<file path="src/rtl/dcf_pkg.sv">
// Shared types and constants for the delayed coincidence filter.
// No dependencies; imported by every module of the block.
package dcf_pkg;

  localparam int NUM_COMPONENTS = 16;

  localparam int TIME_W     = 48;
  localparam int INTERVAL_W = 32;
  localparam int POS_W      = 24;
  localparam int SQ_W       = 2 * POS_W;
  localparam int DSUM_W     = SQ_W + 2;
  localparam int COMP_W     = 4;
  localparam int MASK_W     = 16;
  localparam int FILE_W     = 16;
  localparam int EVENT_W    = 20;
  localparam int CFG_IDX_W  = 2;
  localparam int CFG_DATA_W = 32;
  localparam int DWIN_W     = 24;

  localparam logic [INTERVAL_W-1:0] TIME_WIN_RST        = 32'd1000;
  localparam logic [DWIN_W-1:0]     DISTANCE_WINDOW_RST = 24'd1000;
  localparam logic [MASK_W-1:0]     SINGLE_MASK_RST     = 16'hFFFF;

  typedef logic [POS_W-1:0]  pos_t;
  typedef pos_t [2:0]        pos3_t;
  typedef logic [SQ_W-1:0]   sq_t;
  typedef sq_t [2:0]         sq3_t;

  typedef enum logic [CFG_IDX_W-1:0] {
    CFG_TIME_WIN        = 2'd0,
    CFG_DISTANCE_WINDOW = 2'd1,
    CFG_SINGLE_MASK     = 2'd2
  } cfg_reg_t;

endpackage

</file>
<file path="src/rtl/dcf_sqdist.sv">
// Per-axis squared distance between two positions.
// Depends on dcf_pkg for the position and square types.
module dcf_sqdist (
  input  dcf_pkg::pos3_t pos_a,
  input  dcf_pkg::pos3_t pos_b,
  output dcf_pkg::sq3_t  sq
);
  import dcf_pkg::*;

  always_comb begin
    logic signed [POS_W:0] diff;
    logic [POS_W:0]        mag;
    for (int i = 0; i < 3; i++) begin
      diff = $signed({pos_a[i][POS_W-1], pos_a[i]}) - $signed({pos_b[i][POS_W-1], pos_b[i]});
      mag  = diff[POS_W] ? (~diff + 1'b1) : diff;
      // magnitude never exceeds 2^POS_W - 1, so the top bit is always clear
      sq[i] = SQ_W'(mag[POS_W-1:0]) * SQ_W'(mag[POS_W-1:0]);
    end
  end

endmodule

</file>
<file path="config.mk">
export PLATFORM = sky130hd
export DESIGN_NAME = dcf_sqdist
export DESIGN_NICKNAME = d
export VERILOG_FILES = /design/src/rtl/dcf_pkg.sv /design/src/rtl/dcf_sqdist.sv
export SDC_FILE = /design/constraint.sdc
export NUM_CORES = 2
export LEC_CHECK = 0
export ABC_AREA = 1
export BUFFER_PORTS_ARGS = -buffer_cell sky130_fd_sc_hd__buf_4
export CAP_MARGIN = 20
export CORE_AREA = 5 5 325 327
export DETAILED_ROUTE_END_ITERATION = 12
export DIE_AREA = 0 0 330 332
export PLACE_DENSITY = 0.8
export SKIP_LAST_GASP = 1
export SLEW_MARGIN = 20
export SYNTH_ARGS = -nofsm -noshare
export SYNTH_HDL_FRONTEND = slang
export SYNTH_SLANG_ARGS = --single-unit
</file>
<file path="constraint.sdc">
create_clock -name vclk -period 11.5
set_input_delay 1.15 -clock vclk [all_inputs]
set_output_delay 1.15 -clock vclk [all_outputs]
set_load 0.02 [all_outputs]
</file>
==> results by stage <==
Outcome:
- The run finished with clean final reports.

Drt:
- In this run the remaining antenna-violating nets after routing total 0.
- The detailed router finished its first iteration with roughly 4,200 violations.
- The first TritonRoute pass finished after 6 iterations.
- The routed wire length is 167,000 um.
- After detailed routing, the number of remaining DRC violations is 0.
- For this block, the via count after detailed routing is 48,288.
- Using the TritonRoute via totals, the vias-per-cell ratio works out to 5.35.
- The average wire length per cell after detail routing is 18.6 um.

Timing:
- The final setup violation count is 0.
- The final-report max-slew violation count came to 0.
- Setup repair after global routing could not meet its margin everywhere.
- Derived from the worst setup path, the maximum achievable clock frequency is 89.3 MHz.
- The post-route clock period utilization is 97.4%.
- The hold slack is 2.99 ns.
- The worst path needs 11.20 ns of the cycle, external delays included.
- In this run the tightest slew margin relative to its limit is between 40 and 50%.
- At the pin with the least slew margin, the transition time is 0.791 ns.
- The number of failing hold endpoints at the final stage is 0.

Yosys:
- The synthesized instance count is slightly above 7,000.
- The area share of the leading cell type in the synthesized netlist is 45.7%.
- The combined area of all synthesized cells is 55,600 um2.
- The cell type contributing the most total cell area after synthesis is fa_1.
- In this run, distinct cell masters in the synthesized netlist total 57.
- Of the synthesized area, sequential elements account for 0%.
- The average cell area after synthesis is 7.73 um2.
- The number of warnings issued by yosys is 0.
- Yosys attributes the largest share of cell area to fa_1 (46%), inv_1 (14%), ha_1 (13%).

Final layout:
- The share of cells above drive strength 1 is 10.7%.
- At the end of the flow, the number of nets in the layout was 9,635.
- The flip-flop and latch count is 0.
- The sequential cells in the finished layout cover a total of 0 um2.
- The number of clock buffers in the layout is 0.
- The synthesis-to-finish area growth is 10.7%.

Critical path:
- The top fanout value on the critical path is 17.
- The critical path class is primary input to output pin.
- In this design, the stage delay of the slowest critical-path cell is 0.56 ns.
- The largest individual stage delay along the critical path comes from the cell fa_1.
- Data on the critical path arrives at its endpoint at 10.05 ns.
- The sort of element at the end of the critical path is an output pin.
- The most prevalent standard cell on the critical path is inv_1.
- STA puts the critical path data required time at 10.35 ns.
- STA classifies the critical path startpoint as a primary input.

Floorplanning:
- For this design the top-level I/O count stands at 288.
- Once the floorplan was initialized, standard cells occupied 54.2% of the core.
- The placeable core region is 103,000 um2.
- From left edge to right edge, the die measures 330 um.
- The die outline area is between 100,000 and 150,000 um2.
- The die height is around 330 um.
- The number of rows created at floorplan is approximately 120.

Place:
- The final HPWL from detailed placement is ~150,000 um.
- The number of buffers inserted by port buffering is ~290.
- At the end of routability-driven placement, the weighted congestion stood at 1.03.

GRT:
- The initial antenna violation count came to 2.
- The global-route wire length before repair is 270,000 um.
- The number of global-route vias before repair came to 51,267.
- The total routing usage reported by global routing is 30.8%.
- The residual overflow from global routing is 0.
- The pin count of the biggest net entering global routing is 30.

Hold path:
- In this run the worst hold path is classified as primary input to output pin.

Job:
- The tool flagged a number of max-cap violations equal to 0.
-- synthesized netlist by cell type (27+ instances only) --
master and instances:
nor3_1 33, nand2_1 1172, buf_2 74, inv_2 56
o21ai_0 111, fa_1 1270, inv_1 2082, ha_1 580
xnor2_1 47, a31oi_1 37, a21oi_1 227, nand2_2 27
xor2_1 112, nand3_1 198, nand4_1 50, nor2_1 870
-- worst max-delay path, delay by kind of cell --
family	cells	cell delay [ns]
AO/OA/AOI/OAI	5	1.20
AND/OR/NAND/NOR	11	1.26
adder cells (fa/ha/maj)	10	4.46
XOR/XNOR	3	0.56
buffers and inverters	14	1.40
-- layer usage --
metal  global-route usage, %  share of wire, %  wire length, um  vias up
met5                       0             0.012               20        -
met4                    11.8               5.0             8370        2
met3                    7.28                11            18700      480
met2                    48.5                44            74500     2469
met1                    41.5                39            65800    23492
li1                        -                 -                -    21845
-- what timing repair did --
action | CTS | global route
hold buffers | 0 | 0
setup buffers | 0 | 16
gates resized for setup | 0 | 165
endpoints found under the setup margin | 0 | 65
-- cells in the final DEF (no fill, tap or decap), types with 10 or more instances in the layout --
cell,Yosys,routed
inv_2,56,48
o211ai_1,10,10
o21ai_1,6,16
xnor2_1,47,45
nor2_1,870,827
nand2_2,27,35
o21a_1,17,17
nand3b_1,19,19
nor3_1,33,31
o21ai_0,111,99
buf_4,25,550
inv_4,0,12
nand2_1,1172,1159
ha_1,580,570
a21oi_1,227,217
fa_1,1270,1267
xor2_1,112,105
o21bai_1,21,18
a31oi_1,37,36
a21oi_2,2,12
nand3_1,198,195
nand4_1,50,50
inv_1,2082,2073
nor2_2,21,61
xor2_2,11,14
a21o_1,16,16
-- through the flow --
step / TNS, ns / setup WS [ns] / util (%) / cell area, um2 / instances
2_1_floorplan: 0 / 1.08 / - / 55600 / 7199
3_3_place_gp: 0 / 0.236 / 59.3 / 60900 / 9002
3_5_place_dp: 0 / 0.273 / 59.3 / 60900 / 9002
4_1_cts: 0 / 0.256 / 59.3 / 60900 / 9002
5_1_grt: -0.422 / -0.115 / 60.0 / 61600 / 9019
6_report: 0 / 0.301 / 60.0 / 61600 / 9020
-- cells by family after synthesis --
group	share of synthesized area (%)
buffers and inverters	15.7
AO/OA/AOI/OAI	4.89
other	0.00674
XOR/XNOR	3.00
AND/OR/NAND/NOR	17.6
adder cells (fa/ha/maj)	58.7
-- worst paths after layout --
kind / from / endpoint / slack [ns] / cells past startpoint
max: pos_a[24] / sq[92] / 0.30 / 43
min: pos_b[48] / sq[96] / 2.99 / 5
-- cell type report --
type                            instances  area [um2]
Timing Repair Buffer                  564        4360
Tap cell                             1380        1730
Inverter                             2146        8110
Multi-Input combinational cell       4929       47400
Fill cell                            8977       41000
Antenna cell                            1        2.50
